==> src/npfvs_ram.sv <==
// Generic single-port-write, single-port-read RAM with registered read data.
// No dependencies.
`timescale 1ns / 1ps
module npfvs_ram #(
  parameter int WIDTH = 8,
  parameter int DEPTH = 16
) (
  input  logic                                  clk,
  input  logic                                  we,
  input  logic [((DEPTH > 1) ? $clog2(DEPTH) : 1)-1:0] waddr,
  input  logic [WIDTH-1:0]                      wdata,
  input  logic [((DEPTH > 1) ? $clog2(DEPTH) : 1)-1:0] raddr,
  output logic [WIDTH-1:0]                      rdata
);

  logic [WIDTH-1:0] mem [DEPTH];

  always_ff @(posedge clk) begin
    if (we) begin
      mem[waddr] <= wdata;
    end
    rdata <= mem[raddr];
  end

endmodule

==> config.mk <==
export PLATFORM = sky130hd
export DESIGN_NAME = npfvs_ram
export DESIGN_NICKNAME = d
export VERILOG_FILES = /design/src/npfvs_ram.sv
export SDC_FILE = /design/constraint.sdc
export NUM_CORES = 1
export LEC_CHECK = 0
export BUFFER_PORTS_ARGS = -buffer_cell sky130_fd_sc_hd__buf_2
export CAP_MARGIN = 20
export CORE_MARGIN = 4
export CORE_UTILIZATION = 40
export DETAILED_ROUTE_END_ITERATION = 8
export PLACE_DENSITY = 0.6
export SLEW_MARGIN = 20
export SYNTH_ARGS = -nofsm -noshare
export SYNTH_HDL_FRONTEND = slang
export SYNTH_SLANG_ARGS = --single-unit
==> constraint.sdc <==
create_clock -name clk -period 5.3 [get_ports clk]
set_input_delay 1.06 -clock clk [delete_from_list [all_inputs] [get_ports clk]]
set_output_delay 1.06 -clock clk [all_outputs]
set_load 0.1 [all_outputs]
==> results.json <==
{
  "status": "complete, no violations",
  "ys_seq_area_share_pct": 77.8,
  "critPathRequiredTime_ns": 5.33,
  "path_clk_slew_ns": 0.05,
  "grt_max_degree": 33,
  "endpoint_kind": "flip-flop",
  "ys_seq_elements": 136,
  "syn_inst": 229,
  "cts_tree": "yes",
  "postLayoutCellArea_mm2": 0.00605,
  "drtIter0Drc": 219,
  "holdPathStages": 3,
  "relSlewSlack_pct": 25.0,
  "critPathKind": "primary input to flip-flop",
  "avgRoutedWirePerCell_um": 22.5,
  "numCtsBuffers": 17,
  "synthArstFlopShare_pct": 0,
  "max-clock-path-buffers": 2,
  "area_growth_pct": 17.6,
  "via_count": 2354,
  "cts_setup_buffers": 0,
  "start_util_pct": 40.8,
  "dr.pass1.iters": 5,
  "ant_nets": 0,
  "hold_class": "flip-flop to flip-flop",
  "avgViaCountPerCell": 5.23,
  "rrSetupSlack_ns": 3.94,
  "dieArea_mm2": 0.0147,
  "r2r_start": "mem[2][6]",
  "fin_nets": 283,
  "die_h_um": 121,
  "slew_viol_final": 0,
  "min_to": "rdata[1]",
  "hold_viol_final": 0,
  "power_uw": 2590,
  "synthTopCellsByArea": "edfxtp_1 (75%), mux4_2 (7.9%), mux4_1 (7.1%)",
  "syn_area_per_cell_um2": 22.5,
  "cap_violations": 0,
  "grt_remaining_overflow": 0,
  "antenna_cells": 0,
  "die_x_um": 121,
  "pwr_density_cell_mw_per_mm2": 427,
  "wl_um": 10100,
  "rows": 41,
  "fmaxAchievable_ghz": 0.427,
  "syn_nets": 247,
  "critPathMaxStageDelay_ns": 0.67,
  "worstPathArrival_ns": 2.37,
  "grtUsageTotal_pct": 14.9,
  "tightest_slew_ns": 1.12,
  "rsz0062_at_grt": "no",
  "netlist_area_mm2": 0.00515,
  "yosys_warnings": 0,
  "dp_hpwl_um": 6090,
  "startpoint_type": "primary input",
  "fin_crit_sh_pct": 44.2,
  "drc": 0,
  "grt_pass1_wl_um": 15300,
  "crit_path_top_delay_cell": "nor2_1",
  "synth_top_cell_area_share_pct": 74.7,
  "pin_count": 26,
  "vdd.ir_drop.worst_v": 0.000266,
  "synth-edff-count": 128,
  "whs_ns": 0.661,
  "antenna_found_initial": 1,
  "cts_root_buf": "clkbuf_16",
  "finalSetupViolCount": 0,
  "finalClockSkew_ns": 0.00621,
  "p_leak_uw": 0.00200,
  "period_needed_ns": 2.34,
  "yosys_most_used_dff": "edfxtp_1",
  "layout-drive-gt1-share_pct": 28.1,
  "ys_types": 19,
  "clkLatencyLatePin_ns": 0.41,
  "worstHoldStart": "mem[15][1]",
  "fin_tns_setup_ns": 0,
  "post_cts_resized": 0,
  "synth.most_common_cell": "edfxtp_1",
  "yosys-top-cells-count": "edfxtp_1 (128), mux4_2 (18), a22oi_1 (16), mux4_1 (14), nor2_1 (13)",
  "yosysTopAreaCell": "edfxtp_1",
  "r2r-end": "rdata[6]",
  "first_global_vias": 2387,
  "cp_max_fo": 8,
  "placed_cell_area_mm2": 0.00543,
  "core_area_mm2": 0.0126,
  "r2r_cells": 3,
  "clkSinkCount": 136,
  "htreeDepth": 4,
  "hold_buffers": 0,
  "io_buffers": 25,
  "gp_congestion": 0.700,
  "path_cells": "buf_2 -> or3b_2 -> nor2_1"
}
-- cell type report --
cell class,count,area (µm²)
Clock inverter,12,176
Clock buffer,20,447
Tap cell,172,215
Fill cell,1043,6570
Timing Repair Buffer,27,143
Multi-Input combinational cell,83,1070
Sequential cell,136,4000
-- registers in the layout (all words and copies together), names as in the netlist --
register  cells
rdata         8
mem         128
-- cells in the final DEF, fill, tap and decap left out, drive strengths merged --
cell / instances
nor2b: 1
a22oi: 16
bufinv: 4
dfxtp: 8
nand2: 9
and2: 1
clkbuf: 20
edfxtp: 128
clkinv: 3
nor2: 13
clkinvlp: 5
and2b: 1
buf: 27
mux4: 32
nor3: 4
nand3b: 2
nand2b: 2
or3b: 1
nand3: 1
-- kinds of logic (layout without fill, tap and decap cells) --
group,Yosys count,count (layout),synth area share (%)
muxes,32,32,15.0
DFF,136,136,77.8
buffers and inverters,10,59,1.68
AOI/OAI and AO/OA,16,16,2.33
and+or+nand+nor,35,35,3.18
-- per-layer routing --
metal	track usage [%]	share of wire, %
met1	19.6	44
met2	23.3	49
met3	4.20	4.3
met4	6.30	1.7
met5	0	0.069
-- per-stage QoR --
step | utilization (%) | setup WS [ns] | instances
finish | 48.0 | 2.96 | 450
global route | 48.0 | 2.88 | 450
CTS | 47.9 | 2.67 | 450
detailed placement | 43.0 | 2.23 | 418
global placement | 43.0 | 2.12 | 418
floorplan | - | 2.75 | 229
-- worst max-delay path, delay by kind of cell --
| kind | cells | cell delay [ns] |
|---|---|---|
| and+or+nand+nor | 2 | 1.19 |
| buffers and inverters | 1 | 0.11 |
-- how the worst max path moves through the flow --
| stage | end | slack [ns] | cells after the start | from |
|---|---|---|---|---|
| floorplan | mem[0][0] | 2.75 | 2 | waddr[2] |
| global placement | mem[0][4] | 2.12 | 3 | waddr[2] |
| detailed placement | rdata[1] | 2.23 | 4 | raddr[0] |
| CTS | rdata[1] | 2.67 | 4 | raddr[0] |
| global route | rdata[2] | 2.88 | 4 | raddr[0] |
| finish | mem[1][7] | 2.96 | 3 | waddr[2] |
-- where the power goes --
group / total (µW) / switching, µW / leakage [µW] / internal, µW
logic: 156 / 113 / 0.000484 / 43.2
clock network: 1220 / 422 / 0.000288 / 798
registers: 1210 / 7.01 / 0.00122 / 1200
total: 2590 / 542 / 0.00200 / 2040
No activity file was read; power rests on OpenSTA's default activity.
