`src/npfvs_pkg.sv`:
```
// Package for the nested page fault view switch.
// Holds sizes, command and status codes and shared types; no dependencies.
`timescale 1ns / 1ps
package npfvs_pkg;

  localparam int WATCH_ENTRIES = 16;
  localparam int CPU_COUNT     = 64;
  localparam int STORM_LIMIT   = 16;

  localparam int CMD_W   = 2;
  localparam int CPU_W   = 6;
  localparam int ADDR_W  = 52;
  localparam int OFFS_W  = 12;
  localparam int PAGE_W  = ADDR_W - OFFS_W;
  localparam int STAT_W  = 2;
  localparam int CNT_W   = $clog2(STORM_LIMIT + 1);
  localparam int CPU_IW  = (CPU_COUNT > 1) ? $clog2(CPU_COUNT) : 1;
  localparam int WIDX_W  = (WATCH_ENTRIES > 1) ? $clog2(WATCH_ENTRIES) : 1;

  localparam logic [CMD_W-1:0] CMD_FAULT  = 2'd0;
  localparam logic [CMD_W-1:0] CMD_ADD    = 2'd1;
  localparam logic [CMD_W-1:0] CMD_REMOVE = 2'd2;

  localparam logic [STAT_W-1:0] ST_OK        = 2'd0;
  localparam logic [STAT_W-1:0] ST_FULL_DUP  = 2'd1;
  localparam logic [STAT_W-1:0] ST_NOT_FOUND = 2'd2;

  // Per-processor record kept in the state RAM
  typedef struct packed {
    logic              view;
    logic [ADDR_W-1:0] last_addr;
    logic [CNT_W-1:0]  cnt;
  } cpu_ent_t;

  // Lookup status from the watched page table
  typedef struct packed {
    logic hit;
    logic empty;
    logic full;
  } watch_look_t;

  // Edit requests into the watched page table
  typedef struct packed {
    logic add;
    logic remove;
  } watch_edit_t;

endpackage

```
`src/npfvs_watch.sv`:
```
// Watched page table: parallel page compare, first-free slot pick, add/remove.
// Depends on npfvs_pkg.
`timescale 1ns / 1ps
module npfvs_watch (
  input  logic                         clk,
  input  logic                         rst_n,
  input  logic [npfvs_pkg::PAGE_W-1:0] page,
  input  npfvs_pkg::watch_edit_t       edit,
  output npfvs_pkg::watch_look_t       look
);

  logic [npfvs_pkg::WATCH_ENTRIES-1:0] vld_r;
  logic [npfvs_pkg::PAGE_W-1:0]        page_r [npfvs_pkg::WATCH_ENTRIES];

  logic [npfvs_pkg::WATCH_ENTRIES-1:0] hit_vec;
  logic [npfvs_pkg::WIDX_W-1:0]        hit_idx;
  logic [npfvs_pkg::WIDX_W-1:0]        free_idx;
  logic                                free_found;

  always_comb begin
    hit_idx    = '0;
    free_idx   = '0;
    free_found = 1'b0;
    for (int i = 0; i < npfvs_pkg::WATCH_ENTRIES; i++) begin
      hit_vec[i] = vld_r[i] && (page_r[i] == page);
      if (hit_vec[i]) begin
        hit_idx = npfvs_pkg::WIDX_W'(i);
      end
    end
    for (int i = npfvs_pkg::WATCH_ENTRIES - 1; i >= 0; i--) begin
      if (!vld_r[i]) begin
        free_idx   = npfvs_pkg::WIDX_W'(i);
        free_found = 1'b1;
      end
    end
    look.hit   = |hit_vec;
    look.empty = ~|vld_r;
    look.full  = ~free_found;
  end

  // Add lands in the lowest free slot; remove drops the matching slot
  always_ff @(posedge clk) begin
    if (!rst_n) begin
      vld_r <= '0;
    end else if (edit.add && !look.hit && free_found) begin
      vld_r[free_idx] <= 1'b1;
    end else if (edit.remove && look.hit) begin
      vld_r[hit_idx] <= 1'b0;
    end
  end

  always_ff @(posedge clk) begin
    if (edit.add && !look.hit && free_found) begin
      page_r[free_idx] <= page;
    end
  end

endmodule

```
`config.mk`:
```
export PLATFORM = sky130hd
export DESIGN_NAME = npfvs_watch
export DESIGN_NICKNAME = d
export VERILOG_FILES = /design/src/npfvs_pkg.sv /design/src/npfvs_watch.sv
export SDC_FILE = /design/constraint.sdc
export NUM_CORES = 1
export LEC_CHECK = 0
export BUFFER_PORTS_ARGS = -buffer_cell sky130_fd_sc_hd__buf_2
export CAP_MARGIN = 10
export CORE_MARGIN = 2
export CORE_UTILIZATION = 45
export CTS_CLUSTER_SIZE = 30
export DETAILED_ROUTE_END_ITERATION = 10
export GPL_ROUTABILITY_DRIVEN = 0
export GPL_TIMING_DRIVEN = 0
export PLACE_DENSITY = 0.66
export SLEW_MARGIN = 40
export SYNTH_ARGS = -nofsm -noshare
export SYNTH_HDL_FRONTEND = slang
export SYNTH_SLANG_ARGS = --single-unit
```
`constraint.sdc`:
```
create_clock -name clk -period 14.5 [get_ports clk]
set_clock_uncertainty 0.2 [all_clocks]
set_input_delay 2.175 -clock clk [delete_from_list [all_inputs] [get_ports clk]]
set_output_delay 2.175 -clock clk [all_outputs]
set_load 0.01 [all_outputs]
```
==> summary.md <==
| Metric | Value |
|---|---|
| Synth Area per Inst | `between 10 and 15 um2` |
| DR iter-0 viols | `4335` |
| Slew @ Worst Pin | `roughly 0.93 ns` |
| Buffers & Inverters on Critical Path | `5` |
| Crit Reg-Reg Startpoint | `page_r[10][6]` |
| Clock slew at reported path FFs | `approximately 0.06 ns` |
| Detailed Route WL | `111000 um` |
| Vias in the first global route | `~20000` |
| CP required | `between 10 and 15 ns` |
| Hold_buf cts | `0` |
| Met3 Use GR | `a little under 9%` |
| Hold Crit Class | `reg -> reg` |
| HP Start | `vld_r[14]` |
| Lkg Pwr | `approximately 11 nW` |
| MaxCap Viol Count | `0` |
| Final cell count without fillers | `approximately 3300` |
| First-pass GRT wire length | `approximately 150000 um` |
| Maximum VDD drop | `0.0707 mV` |
| Crit start category | `primary input` |
| Dpl ws | `~5.8 ns` |
| Die ar. | `~69000 um2` |
| Post-synth top area cell | `edfxtp_1` |
| Total number of vias | `about 21000` |
| Placed Instances | `3139` |
| Setup Fix Bufs, Post-CTS | `0` |
| Layout cells sized above 1 | `between 10% and 20%` |
| Drt drc | `0` |
| CTS tree | `yes` |
| Post-route ant nets | `0` |
| H-tree levels | `3` |
| Slowest cell on crit path | `buf_2` |
| Tmin final | `8.92 ns` |
| Synthesized flop and latch total | `between 600 and 700` |
| Critical Path AT | `between 6 and 7 ns` |
| Critical Path Max Stage Delay | `roughly 0.80 ns` |
| CP delay by family, top | `buffers and inverters` |
| Reg2reg setup slack | `about 9.6 ns` |
| Post-CTS Resized | `0` |
| Hold Path Stages | `2` |
| Clk sinks | `roughly 660` |
| Synth-to-Final Area Change | `13.9%` |
| Rows | `94` |
| Tcrit/Tclk final | `about three fifths` |
| Drt pass-1 iters | `8` |
| Register area share after synthesis | `around two thirds` |
| Cell area power density | `122 nW/um2` |
| Largest cells by area after synthesis | `edfxtp_1 (64%), xnor2_1 (13%), xor2_1 (4.7%)` |
| Leading cell type in the layout, fill and taps excluded | `edfxtp_1` |
| Most used cell, CP | `buf_2` |
| Grt met2 use | `a little under half` |
| Finished Core Util | `about half` |
| Final worst slack | `5.58 ns` |
| Number of synthesized flops with an enable pin | `640` |
| Hold EP | `vld_r[14]` |
| Core footprint | `approximately 66000 um2` |
| Commonest non-fill, non-tap cells in the layout | `edfxtp_1 (640), xnor2_1 (443), nand4_1 (177)` |
| Vias per cell | `about 6.4` |
| GRT Total Usage | `between 30% and 40%` |
| Cells after Synth | `about 2200` |
| IO Pins | `47` |
| CP Capture Type | `output pin` |
| HPWL after DPL | `68300 um` |
| Port bufs | `between 40 and 50` |
| Kind of critical path | `in -> out` |
| Clock Latency Late Sink | `between 0.6 and 0.7 ns` |
| Register-to-Register Path Depth | `15` |
| Final count of negative-setup-slack endpoints | `0` |
| Initial antenna violation count | `12` |
| RSZ-0062 raised after global routing | `no` |
| Share of the synthesized area in the top cell type | `between 60% and 70%` |
| Fin nets | `approximately 2400` |
| Setup TNS | `0 ns` |
| Num CTS Buffers | `66` |
| Asr flop ratio synth | `0%` |
| Grt ovf | `0` |
| Final Max Slew Viols | `0` |
| Die Wd | `around 260 um` |
| Root Driver | `clkbuf_16` |
| Hold_ws | `0.429 ns` |
| Syn Nets | `about 2200` |
| R2r endpoint | `page_r[9][21]` |
| Fmax | `0.112 GHz` |
| Clock buffer depth | `3` |
| Die Ht | `between 200 and 300 um` |
| Starting Density | `between 40 and 50%` |
| Cell Chain, Critical Path | `buf_2 > clkbuf_1 > buf_2 > xnor2_1 > nand4_1 > nor4_1 > nand4_1 > nand2_1 > nand4b_1 > nor2_1 > inv_1 > buf_2` |
| Hold Vio Cnt, Final | `0` |
| Avg WL per Cell | `~34 um` |
| Synth warn | `0` |
| Top_reg_cell synth | `edfxtp_1` |
| Status | `finished, final reports clean` |
| Grt met1 use | `between 40% and 50%` |
| Largest net degree at the start of global routing | `42` |
| Layer with the highest usage | `met2` |
| Rel. slew slack | `37.9%` |
| Critical Path Fanout Max | `17` |
| Synth unique cells | `67` |
| Synthesized area | `between 30000 and 40000 um2` |
==> report_power, final <==
| group | total (mW) | internal [mW] | switching [mW] |
|---|---|---|---|
| clock network | 1.72 | 0.996 | 0.727 |
| registers | 2.10 | 2.09 | 0.00542 |
| logic | 0.353 | 0.0878 | 0.265 |
| total | 4.18 | 3.18 | 0.998 |
==> worst min-delay path: stages (launching register included) <==
cell	delay, ns
dfxtp_1	0.39
inv_1	0.13
a21oi_1	0.07
==> stage by stage <==
stage               power, mW  area [um2]
detailed placement       2.48       32100
floorplan                2.31       30100
global route             4.25       34300
global placement         2.47       31400
CTS                      4.16       34300
finish                   4.18       34300
==> metal layers <==
metal / vias to the layer above / part of all wire (%)
met5: - / 0.012
met4: 2 / 7.1
met3: 426 / 15
met2: 1887 / 43
met1: 10100 / 35
li1: 8460 / -
==> layout make-up <==
cell class / count / area, um2
buffer: 87 / 450
multi-input combinational: 1376 / 10100
fill: 5393 / 31700
timing repair buffer: 105 / 827
tap: 864 / 1080
sequential: 656 / 19500
antenna: 3 / 7.51
clock buffer: 85 / 1830
inverter: 51 / 191
clock inverter: 31 / 305
==> worst max path at each step <==
stage,to,depth (start not counted),startpoint
5_1_grt,look[2],12,page[9]
3_3_place_gp,page_r[0][23],10,page[37]
6_report,look[2],12,page[9]
4_1_cts,look[2],12,page[9]
2_1_floorplan,page_r[0][0],10,page[23]
3_5_place_dp,look[2],12,page[9]
==> state kept, by name, summed over array words and instances (netlist names) <==
| name | count |
|---|---|
| page_r | 640 |
| vld_r | 16 |
==> Yosys cell counts (19+ instances only) <==
| cell | instances |
|---|---|
| inv_1 | 50 |
| nand3_1 | 55 |
| xor2_1 | 162 |
| nor4_1 | 96 |
| nor2_1 | 45 |
| nand4_1 | 177 |
| nand2_1 | 82 |
| or4_1 | 24 |
| buf_2 | 55 |
| nor3_1 | 42 |
| xnor2_1 | 443 |
| o21ai_0 | 19 |
| edfxtp_1 | 640 |
| clkbuf_1 | 22 |
| nand2b_1 | 71 |
==> logic make-up after synthesis <==
group                     count (synthesis)  share of synthesized area (%)
AOI/OAI and AO/OA                       107                           2.54
xor gates and xnor gates                605                           17.6
buffers and inverters                   138                           2.07
DFF                                     656                           64.9
and+or+nand+nor                         664                           12.9
(Power assumes the default switching activity.)
